[src/rtl/core/pzs_pkg.sv]
// package: shared types, constants and state codes for the z-score standardizer
`default_nettype none
package pzs_pkg;

    localparam int STORE_DEPTH_DEF = 1024;
    localparam int SAMPLE_W        = 16;
    localparam int VAL_W           = 16;
    localparam int IDXO_W          = 10;
    localparam int MEAN_W          = 24;
    localparam int SD_W            = 23;
    localparam int AD_W            = 23;
    localparam int VAR_W           = 2 * AD_W;
    localparam int NUM_W           = AD_W + 8;
    localparam int DVS_W           = 24;
    localparam int SQRT_STEPS      = VAR_W / 2;

    localparam logic FUNC_LOAD = 1'b0;
    localparam logic FUNC_READ = 1'b1;

    typedef struct packed {
        logic                       func;
        logic signed [SAMPLE_W-1:0] sample_value;
    } in_beat_t;

    typedef struct packed {
        logic signed [VAL_W-1:0] standardized_value;
        logic [IDXO_W-1:0]       sample_index;
        logic                    last_sample;
        logic                    stats_error;
    } out_beat_t;

    typedef enum logic [3:0] {
        ST_IDLE,
        ST_MEAN_DIV,
        ST_PASS_ADDR,
        ST_PASS_MUL,
        ST_PASS_ACC,
        ST_VAR_GO,
        ST_VAR_DIV,
        ST_SQRT,
        ST_RD_ADDR,
        ST_RD_DATA,
        ST_OUT_DIV,
        ST_FINISH
    } pzs_state_t;

    typedef struct packed {
        logic load;
        logic stats_zero;
        logic mean_start;
        logic mean_take;
        logic pass_clear;
        logic pass_sel;
        logic pass_mul;
        logic pass_acc;
        logic var_start;
        logic sqrt_start;
        logic sqrt_step;
        logic stats_set;
        logic rd_capture;
        logic out_start;
        logic out_load;
    } pzs_cmd_t;

    typedef struct packed {
        logic loaded_zero;
        logic full;
        logic pos_zero;
        logic stats_ready;
        logic pass_last;
        logic need_div;
        logic div_done;
        logic sqrt_last;
        logic out_free;
    } pzs_status_t;

endpackage
`default_nettype wire

[src/rtl/core/pzs_ctrl.sv]
// controller: sequences loads, statistics pass and per-sample read-out
`default_nettype none
module pzs_ctrl (
    input  wire logic                 clk,
    input  wire logic                 rst_n,
    input  wire logic                 in_valid,
    input  wire logic                 in_func,
    output logic                      in_ready,
    input  wire pzs_pkg::pzs_status_t status,
    output pzs_pkg::pzs_cmd_t         cmd
);
    import pzs_pkg::*;

    pzs_state_t state_reg;
    pzs_state_t state_next;

    always_ff @(posedge clk or negedge rst_n)
    begin
        if (!rst_n)
        begin
            state_reg <= ST_IDLE;
        end
        else
        begin
            state_reg <= state_next;
        end
    end

    always_comb
    begin
        state_next = state_reg;
        cmd        = '0;
        in_ready   = 1'b0;
        case (state_reg)
            ST_IDLE:
            begin
                in_ready = 1'b1;
                if (in_valid)
                begin
                    if (in_func == FUNC_LOAD)
                    begin
                        cmd.load = !status.stats_ready && !status.full;
                    end
                    else if (!status.loaded_zero)
                    begin
                        if (status.stats_ready)
                        begin
                            state_next = ST_RD_ADDR;
                        end
                        else if (status.pos_zero)
                        begin
                            cmd.stats_zero = 1'b1;
                            state_next     = ST_RD_ADDR;
                        end
                        else
                        begin
                            cmd.mean_start = 1'b1;
                            state_next     = ST_MEAN_DIV;
                        end
                    end
                end
            end
            ST_MEAN_DIV:
            begin
                if (status.div_done)
                begin
                    cmd.mean_take  = 1'b1;
                    cmd.pass_clear = 1'b1;
                    state_next     = ST_PASS_ADDR;
                end
            end
            ST_PASS_ADDR:
            begin
                cmd.pass_sel = 1'b1;
                state_next   = ST_PASS_MUL;
            end
            ST_PASS_MUL:
            begin
                cmd.pass_mul = 1'b1;
                state_next   = ST_PASS_ACC;
            end
            ST_PASS_ACC:
            begin
                cmd.pass_acc = 1'b1;
                state_next   = status.pass_last ? ST_VAR_GO : ST_PASS_ADDR;
            end
            ST_VAR_GO:
            begin
                cmd.var_start = 1'b1;
                state_next    = ST_VAR_DIV;
            end
            ST_VAR_DIV:
            begin
                if (status.div_done)
                begin
                    cmd.sqrt_start = 1'b1;
                    state_next     = ST_SQRT;
                end
            end
            ST_SQRT:
            begin
                cmd.sqrt_step = 1'b1;
                if (status.sqrt_last)
                begin
                    cmd.stats_set = 1'b1;
                    state_next    = ST_RD_ADDR;
                end
            end
            ST_RD_ADDR:
            begin
                state_next = ST_RD_DATA;
            end
            ST_RD_DATA:
            begin
                cmd.rd_capture = 1'b1;
                if (status.need_div)
                begin
                    cmd.out_start = 1'b1;
                    state_next    = ST_OUT_DIV;
                end
                else
                begin
                    state_next = ST_FINISH;
                end
            end
            ST_OUT_DIV:
            begin
                if (status.div_done)
                begin
                    state_next = ST_FINISH;
                end
            end
            ST_FINISH:
            begin
                if (status.out_free)
                begin
                    cmd.out_load = 1'b1;
                    state_next   = ST_IDLE;
                end
            end
            default:
            begin
                state_next = ST_IDLE;
            end
        endcase
    end

`ifndef NO_ASSERTIONS
    a_div_done_expected: assert property (@(posedge clk) disable iff (!rst_n)
        status.div_done |-> (state_reg == ST_MEAN_DIV || state_reg == ST_VAR_DIV
                             || state_reg == ST_OUT_DIV))
        else $error("divider finished outside a divide wait");
`endif
endmodule
`default_nettype wire

[config.mk]
export PLATFORM = sky130hd
export DESIGN_NAME = pzs_ctrl
export DESIGN_NICKNAME = d
export VERILOG_FILES = /design/src/rtl/core/pzs_pkg.sv /design/src/rtl/core/pzs_ctrl.sv
export SDC_FILE = /design/constraint.sdc
export NUM_CORES = 1
export LEC_CHECK = 0
export BUFFER_PORTS_ARGS = -buffer_cell sky130_fd_sc_hd__buf_2
export CORE_AREA = 2 2 39 41
export DETAILED_ROUTE_END_ITERATION = 8
export DIE_AREA = 0 0 41 43
export PLACE_DENSITY = 0.67
export SKIP_CTS_REPAIR_TIMING = 1
export SKIP_LAST_GASP = 1
export SLEW_MARGIN = 10
export SYNTH_ARGS = -nofsm -noshare
export SYNTH_HDL_FRONTEND = slang
export SYNTH_SLANG_ARGS = --single-unit
[constraint.sdc]
create_clock -name clk -period 1.7 [get_ports clk]
set_input_delay 0.085 -clock clk [delete_from_list [all_inputs] [get_ports clk]]
set_output_delay 0.085 -clock clk [all_outputs]
set_load 0.01 [all_outputs]
==> flow_metrics.env, run 1 <==
export IMPL_status="finished with violations"
export IMPL_violations="negative setup slack"
export IMPL_async_flop_share=1.000
export IMPL_netlist_instances=65
export IMPL_grt_max_degree=10
export IMPL_largest_reg_flops=4
export IMPL_drt_met1_wl_um=696
export IMPL_synth_seq_cells=4
export IMPL_rsz0062_at_grt="yes"
export IMPL_synth_top_area_share=0.2005
export IMPL_gp_congestion=0.7988
export IMPL_post_dp_cell_area_sq_um=660.6
export IMPL_die_w_um=41
export IMPL_crit_fanout=4
export IMPL_yosysTopAreaCell="dfrtp_1"
export IMPL_timing_fmax_mhz=535.9
export IMPL_drt_initial_drc_count=7
export IMPL_clock_skew_ns=0.0005812
export IMPL_ant_nets=0
export IMPL_crit_required_ns=1.62
export IMPL_core_area_sq_um=1384
export IMPL_worst_pin_slew_ns=0.2882
export IMPL_io_pins=29
export IMPL_clock_sinks=4
export IMPL_powerDensity_nw_per_um2=1753
export IMPL_vias=627
export IMPL_antenna_found_initial=0
export IMPL_antenna_cells=0
export IMPL_crit_chain="or4_4 -> nor2_4 -> nand2_2 -> and4bb_1 -> buf_2"
export IMPL_dieArea_sq_um=1763
export IMPL_critPathMaxStageDelay_ns=0.59
export IMPL_synth_commonest_cells="8 x nor3_1, 6 x nor2_1, 4 x dfrtp_1, 4 x nand2_1"
export IMPL_grt_pass1_wl_um=2145
export IMPL_rows=14
export IMPL_synthTopCellsByArea="dfrtp_1 20%, nor3_1 8.0%, nor4b_2 6.0%"
export IMPL_clkTransAtPathRegs_ns=0.04
export IMPL_final_max_slew_viol_count=0
export IMPL_top_layer_used="met4"
export IMPL_drc=0
export IMPL_setup_viol=6
export IMPL_cts_root_buf="clkbuf_4"
export IMPL_arrival_ns=1.78
export IMPL_viasPerCell=5.225
export IMPL_r2r_slack_ns=-0.05
export IMPL_grt_pass1_vias=518
export IMPL_start_util=0.3608
export IMPL_peakVddDrop_mv=0.8118
export IMPL_worst_setup_path_end_kind="output port"
export IMPL_layout_nets=119
export IMPL_wl_met2_um=772
export IMPL_min_period_over_period=1.098
export IMPL_htree_levels=1
export IMPL_io_buffers=28
export IMPL_grt_total_usage=0.1766
export IMPL_slowest_stage="or4_4"
export IMPL_path_class="flip-flop to output port"
export IMPL_yosysWarnings=0
export IMPL_cts_tree="yes"
export IMPL_syn2layout_area_growth_pct=58.65
export IMPL_setup_ws_ns=-0.1661
export IMPL_insertion_delay_ns=0.23
export IMPL_synth_edf_count=0
export IMPL_maxCapViolCount=0
export IMPL_p_leak_nw=0.4064
export IMPL_dr_pass1_iters=3
export IMPL_power_mw=1.388
export IMPL_numCtsBuffers=3
export IMPL_post_synth_top_count_cell="nor3_1"
export IMPL_drive_gt1_frac=0.5385
export IMPL_cts_buffer_depth=2
export IMPL_wl_met3_um=51
export IMPL_wl_per_cell_um=12.73
export IMPL_hold_path_class="input port to asynchronous set/reset pin"
export IMPL_synthFlopType="dfrtp_1"
export IMPL_slew_headroom=0.8075
export IMPL_seq_area_frac_synth=0.2005
export IMPL_start_kind="flip-flop"
export IMPL_hpwl_um=1114
export IMPL_synth_distinct_cells=30
export IMPL_design_area_sq_um=792.0
export IMPL_die_y_um=43
export IMPL_cp_top_family="simple AND/OR/NAND/NOR gates"
export IMPL_synth_nets=78
export IMPL_synth_area_sq_um=499.2
export IMPL_postSynthAreaPerCell_sq_um=7.680
export IMPL_grt_overflow=0
export IMPL_cp_num_buf_inv=1
export IMPL_drt_wl_total_um=1528
export IMPL_hold_viol=0
export IMPL_finalCriticalPeriod_ns=1.866
-- through the flow --
| stage | hold WS, ns | TNS [ns] | instances | setup WS [ns] | util |
|---|---|---|---|---|---|
| after detailed placement | -0.1098 | 0 | 108 | 0.03888 | 0.4774 |
| final | 0.1851 | -0.5636 | 120 | -0.1661 | 0.5723 |
| after global routing | 0.2155 | -0.9460 | 120 | -0.2341 | 0.5723 |
| after CTS | -0.3578 | -0.6189 | 111 | -0.2150 | 0.4937 |
| after global placement | -0.1107 | 0 | 108 | 0.08874 | 0.4774 |
| after floorplan | -0.2106 | 0 | 65 | 0.2199 | - |
-- worst reg2reg max path: stages (launching register included) --
cell	delay, ns
dfrtp_2	0.42
buf_4	0.15
buf_4	0.13
nor3b_1	0.14
o21ai_2	0.22
o211ai_4	0.14
buf_4	0.15
a211o_1	0.28
-- placed cells by master (no fill, tap or decap), drive strengths merged --
cell and n:
buf 40, nor3 8, nor2 6, inv 4, nand2 4, dfrtp 4, o21ai 4, and3 3
and2 3, clkbuf 3, a21oi 3, nor2b 2, nor4 2, nor4b 2, nor3b 2, o2111ai 2
nand2b 1, or4 1, xor2 1, o211ai 1, and4bb 1, a211oi 1, mux2i 1, a22o 1
a211o 1, o2bb2ai 1, a2bb2oi 1, dlygate4sd3 1
-- where the power goes --
part / switching (mW) / total [mW] / leakage [nW] / internal (mW)
clock network: 0.0379 / 0.117 / 0.0138 / 0.0789
registers: 0.0617 / 0.210 / 0.0476 / 0.148
logic: 0.547 / 1.06 / 0.345 / 0.515
total: 0.647 / 1.39 / 0.406 / 0.741
-- per-layer routing --
layer  up-vias  track usage
li1        324            -
met1       287       0.2386
met3         2      0.02618
met5         -            0
met2        14       0.2594
met4         0      0.09333
-- area by class of cell --
type,count,area [sq um]
fill,133,591.8
multi-input combinational,52,390.4
timing repair buffer,41,240.2
sequential,4,101.3
clock buffer,3,22.52
tap,16,20.02
inverter,4,17.52
-- cell families (layout without fill, tap and decap cells) --
| kind of cell | count (synthesis) | count (layout) | synth area share |
|---|---|---|---|
| mux | 1 | 1 | 0.02005 |
| xor+xnor | 1 | 1 | 0.01755 |
| simple gates | 35 | 35 | 0.4311 |
| compound gates | 15 | 15 | 0.2431 |
| buf+inv | 9 | 48 | 0.08770 |
| flops | 4 | 4 | 0.2005 |
-- final timing paths --
| path | start | cells past startpoint | endpoint |
|---|---|---|---|
| min | rst_n | 2 | state_reg[0]$_DFFE_PN0P_ |
| max reg2reg | state_reg[3]$_DFFE_PN0P_ | 7 | state_reg[2]$_DFFE_PN0P_ |
| max in group asynchronous | rst_n | 2 | state_reg[3]$_DFFE_PN0P_ |
| min reg2reg | state_reg[3]$_DFFE_PN0P_ | 2 | state_reg[3]$_DFFE_PN0P_ |
| max | state_reg[3]$_DFFE_PN0P_ | 5 | cmd[13] |
| min in group clk | status[4] | 4 | state_reg[1]$_DFFE_PN0P_ |
No activity file was read; power rests on OpenSTA's default activity.
==> inputs of run 2 (changes only) <==
- ABC_AREA: unset -> 1
- PLACE_DENSITY: 0.67 -> 0.7
==> flow_metrics.env, run 2 <==
export IMPL_synthFlopType="dfrtp_1"
export IMPL_start_util=0.3852
export IMPL_drt_initial_drc_count=33
export IMPL_insertion_delay_ns=0.24
export IMPL_rows=14
export IMPL_grt_total_usage=0.2075
export IMPL_viasPerCell=5.086
export IMPL_drt_wl_total_um=1575
export IMPL_synth_top_area_share=0.1972
export IMPL_grt_pass1_wl_um=2573
export IMPL_final_common_cell="buf_2"
export IMPL_critPathLaunch="state_reg[0]$_DFFE_PN0P_"
export IMPL_r2r_cells=8
export IMPL_io_buffers=28
export IMPL_synth_nets=117
export IMPL_largest_reg_flops=4
export IMPL_maxCapViolCount=0
export IMPL_yosysTopAreaCell="nand3_1"
export IMPL_cts_tree="yes"
export IMPL_die_w_um=41
export IMPL_reg2reg_from="state_reg[0]$_DFFE_PN0P_"
export IMPL_hold_path_class="input port to asynchronous set/reset pin"
export IMPL_clock_sinks=4
export IMPL_worst_setup_path_end_kind="output port"
export IMPL_ant_nets=0
export IMPL_clkTransAtPathRegs_ns=0.04
export IMPL_synth_seq_cells=4
export IMPL_gp_congestion=0.8466
export IMPL_arrival_ns=1.48
export IMPL_cp_common_cell="nand2_1"
export IMPL_antenna_cells=0
export IMPL_min_period_over_period=0.9180
export IMPL_crit_fanout=7
export IMPL_multi_input_area_sq_um=354.1
export IMPL_nFillCells=150
export IMPL_timing_fmax_mhz=640.8
export IMPL_numCtsBuffers=3
export IMPL_reg2reg_to="state_reg[2]$_DFFE_PN0P_"
export IMPL_start_kind="flip-flop"
export IMPL_core_area_sq_um=1384
export IMPL_layout_nets=151
export IMPL_critPathMaxStageDelay_ns=0.45
export IMPL_io_pins=29
export IMPL_clock_skew_ns=0.004992
export IMPL_vias=773
export IMPL_final_max_slew_viol_count=0
export IMPL_fin_tns_setup_ns=0
export IMPL_wl_per_cell_um=10.36
export IMPL_yosysWarnings=0
export IMPL_cts_buffer_depth=2
export IMPL_crit_chain="nor2_2 -> nand2_1 -> inv_1 -> nand2_1 -> nor4_1 -> buf_2"
export IMPL_synth_distinct_cells=13
export IMPL_powerDensity_nw_per_um2=1527
export IMPL_p_leak_nw=0.4851
export IMPL_synthTopCellsByArea="nand3_1 20%, nand2_1 19%, dfrtp_1 19%"
export IMPL_dr_pass1_iters=4
export IMPL_r2r_slack_ns=0.31
export IMPL_die_y_um=43
export IMPL_setup_ws_ns=0.1394
export IMPL_hold_viol=0
export IMPL_seq_area_frac_synth=0.1878
export IMPL_slew_headroom=0.8159
export IMPL_finalCriticalPeriod_ns=1.561
export IMPL_synth_edf_count=0
export IMPL_async_flop_share=1.000
export IMPL_grt_pass1_vias=664
export IMPL_hpwl_um=1343
export IMPL_crit_required_ns=1.62
export IMPL_post_place_ws_ns=0.3275
export IMPL_dieArea_sq_um=1763
export IMPL_netlist_instances=104
export IMPL_drc=0
export IMPL_worst_pin_slew_ns=0.2751
export IMPL_rsz0062_at_grt="no"
export IMPL_setup_viol=0
export IMPL_post_synth_top_count_cell="nand2_1"
export IMPL_path_class="flip-flop to output port"
export IMPL_drive_gt1_frac=0.2721
export IMPL_status="completed"
export IMPL_antenna_found_initial=0
export IMPL_syn2layout_area_growth_pct=37.56
export IMPL_synth_commonest_cells="27 x nand2_1, 21 x inv_1, 21 x nand3_1"
export IMPL_slowest_stage="dfrtp_1"
export IMPL_grt_overflow=0
export IMPL_synth_area_sq_um=533.0
export IMPL_grt_max_degree=9
export IMPL_seqCellArea_sq_um=100.1
export IMPL_htree_levels=1
export IMPL_critPathCapture="cmd[14]"
export IMPL_postSynthAreaPerCell_sq_um=5.125
export IMPL_peakVddDrop_mv=0.5947
export IMPL_final_cell_mix="28 x buf_2, 27 x nand2_1, 21 x inv_1, 21 x nand3_1, 15 x nor2_1"
export IMPL_cts_root_buf="clkbuf_4"
[run 2: cell count changes after synthesis, sizes merged, moves of 3 or more]
cell | before | now
nand3 | 0 | 21
nor3 | 8 | 4
nor2 | 6 | 18
inv | 4 | 21
nand2 | 4 | 29
buf | 4 | 1
and2 | 3 | 0
and3 | 3 | 0
[run 2: worst min-delay path by stage]
stage          slack (ns)  start                       end
6_report             0.18  rst_n  state_reg[1]$_DFFE_PN0P_
3_3_place_gp        -0.11  rst_n  state_reg[1]$_DFFE_PN0P_
4_1_cts             -0.36  rst_n  state_reg[1]$_DFFE_PN0P_
2_1_floorplan       -0.21  rst_n  state_reg[0]$_DFFE_PN0P_
3_5_place_dp        -0.10  rst_n  state_reg[1]$_DFFE_PN0P_
5_1_grt              0.19  rst_n  state_reg[1]$_DFFE_PN0P_
[run 2: stage by stage]
stage / util / instances / instance area [sq um] / power [mW] / hold WS (ns)
detailed placement: 0.5009 / 148 / 693.2 / 0.9763 / -0.1037
finish: 0.5298 / 152 / 733.2 / 1.120 / 0.1809
global route: 0.5298 / 152 / 733.2 / 1.253 / 0.1885
global placement: 0.5009 / 148 / 693.2 / 0.9714 / -0.1066
floorplan: - / 104 / 533.0 / 0.7581 / -0.2106
CTS: 0.5172 / 151 / 715.7 / 1.101 / -0.3564
[run 2: cell families (layout without fill, tap and decap cells)]
logic type	after synthesis	in the layout	synth area share
buffers and inverters	22	54	0.1620
and+or+nand+nor	75	75	0.6221
DFF	4	4	0.1878
AOI/OAI and AO/OA	3	3	0.02816
[run 2: power breakdown]
part	internal (mW)	leakage, nW	switching [mW]
clock	0.0791	0.0138	0.0404
sequential	0.142	0.0503	0.0761
combinational	0.273	0.421	0.509
total	0.494	0.485	0.626
[run 2: cell type report]
class	count	area share
Clock buffer	3	0.03072
Inverter	21	0.1075
Multi-Input combinational cell	78	0.4829
Sequential cell	4	0.1365
Tap cell	16	0.02730
Timing Repair Buffer	30	0.2150
[run 2: worst max-delay path: cells and delay by family (launching register included)]
family | cells | cell delay (ns)
flops | 1 | 0.45
buf+inv | 2 | 0.27
simple gates | 4 | 0.52
[run 2: metal layers]
| layer | global-route usage | share of wire | vias to the layer above |
|---|---|---|---|
| met5 | 0 | 0 | - |
| met4 | 0.07333 | 0.0095 | 0 |
| met3 | 0.05236 | 0.079 | 2 |
| met2 | 0.3281 | 0.50 | 42 |
| met1 | 0.2597 | 0.41 | 341 |
| li1 | - | - | 388 |
==> inputs of run 3 (changes only) <==
- RECOVER_POWER: unset -> 100
- TNS_END_PERCENT: unset -> 30
==> flow_metrics.env, run 3 (synthesized netlist as in run 2, its figures left out) <==
export IMPL_post_dp_cell_area_sq_um=693.2
export IMPL_grt_pass1_vias=664
export IMPL_timing_fmax_mhz=628.4
export IMPL_antenna_cells=0
export IMPL_viasPerCell=5.039
export IMPL_wl_per_cell_um=10.37
export IMPL_io_buffers=28
export IMPL_cts_root_buf="clkbuf_4"
export IMPL_grt_max_degree=9
export IMPL_ant_nets=0
export IMPL_drt_wl_total_um=1576
export IMPL_gp_congestion=0.8466
export IMPL_io_pins=29
export IMPL_final_common_cell="nand2_1"
export IMPL_start_kind="flip-flop"
export IMPL_hpwl_um=1343
export IMPL_htree_levels=1
export IMPL_finalCriticalPeriod_ns=1.591
export IMPL_peakVddDrop_mv=0.5807
export IMPL_status="completed"
export IMPL_die_w_um=41
export IMPL_grt_total_usage=0.2075
export IMPL_arrival_ns=1.51
export IMPL_powerDensity_nw_per_um2=1543
export IMPL_drc=0
export IMPL_path_class="flip-flop to output port"
export IMPL_setup_viol=0
export IMPL_fin_tns_setup_ns=0
export IMPL_post_route_util=0.5154
export IMPL_crit_required_ns=1.62
export IMPL_worst_setup_path_end_kind="output port"
export IMPL_final_max_slew_viol_count=0
export IMPL_final_cell_mix="28 x nand2_1, 21 x inv_1, 21 x nand3_1"
export IMPL_numCtsBuffers=3
export IMPL_core_area_sq_um=1384
export IMPL_largest_reg_flops=4
export IMPL_antenna_found_initial=0
export IMPL_worst_pin_slew_ns=0.3108
export IMPL_crit_fanout=7
export IMPL_drive_gt1_frac=0.1691
export IMPL_cts_tree="yes"
export IMPL_start_util=0.3852
export IMPL_clock_sinks=4
export IMPL_vias=766
export IMPL_drt_initial_drc_count=25
export IMPL_min_period_over_period=0.9360
export IMPL_clock_skew_ns=0.005771
export IMPL_nFillCells=161
export IMPL_hold_path_class="input port to flip-flop"
export IMPL_hold_viol=0
export IMPL_grt_pass1_wl_um=2573
export IMPL_rsz0062_at_grt="no"
export IMPL_layout_nets=151
export IMPL_dr_pass1_iters=4
export IMPL_multi_input_area_sq_um=349.1
export IMPL_syn2layout_area_growth_pct=33.80
export IMPL_insertion_delay_ns=0.24
export IMPL_seqCellArea_sq_um=100.1
export IMPL_grt_overflow=0
export IMPL_maxCapViolCount=0
export IMPL_dieArea_sq_um=1763
export IMPL_design_area_sq_um=713.2
export IMPL_clkTransAtPathRegs_ns=0.04
export IMPL_p_leak_nw=0.4342
export IMPL_die_y_um=43
export IMPL_power_mw=1.101
export IMPL_slew_headroom=0.7920
export IMPL_cts_buffer_depth=2
export IMPL_rows=14
-- run 3: worst paths after layout --
check | from | endpoint | slack [ns] | cells after the start
setup / recovery | state_reg[0]$_DFFE_PN0P_ | cmd[1] | 0.11 | 5
hold / removal | status[4] | state_reg[1]$_DFFE_PN0P_ | 0.20 | 4
setup reg to reg | state_reg[0]$_DFFE_PN0P_ | state_reg[2]$_DFFE_PN0P_ | 0.24 | 8
hold reg to reg | state_reg[1]$_DFFE_PN0P_ | state_reg[1]$_DFFE_PN0P_ | 0.58 | 2
max in group asynchronous | rst_n | state_reg[2]$_DFFE_PN0P_ | 1.29 | 2
min in group asynchronous | rst_n | state_reg[1]$_DFFE_PN0P_ | 0.21 | 2
-- run 3: per-stage QoR --
stage                     setup slack, ns  std cells  hold WS [ns]
after detailed placement           0.3275        148       -0.1037
after global placement             0.3377        148       -0.1066
after floorplan                    0.3109        104       -0.2106
after global routing              0.03207        152        0.2319
final                              0.1088        152        0.1972
after CTS                         0.07321        151       -0.3564
-- run 3: final cells by class --
class                           instances  share of cell area
Sequential cell                         4              0.1404
Tap cell                               16             0.02807
Multi-Input combinational cell         78              0.4895
Inverter                               21              0.1105
Clock buffer                            3             0.03158
Timing Repair Buffer                   30              0.2000
-- run 3: where the power goes --
group          total, mW  internal [mW]  switching [mW]
Combinational      0.765          0.260           0.506
Clock              0.120         0.0791          0.0414
Sequential         0.215          0.142          0.0726
-- run 3: routing by layer --
metal,share of wire,vias up,GRT usage
li1,-,388,-
met4,0.0095,0,0.07333
met2,0.50,36,0.3281
met3,0.062,2,0.05236
met5,0,-,0
met1,0.43,340,0.2597
-- run 3: worst max-delay path, stage by stage, from the launching register on --
cell      delay [ns]
dfrtp_1         0.46
inv_1           0.11
nor2_1          0.27
inv_1           0.13
nor3_1          0.14
clkbuf_2        0.16
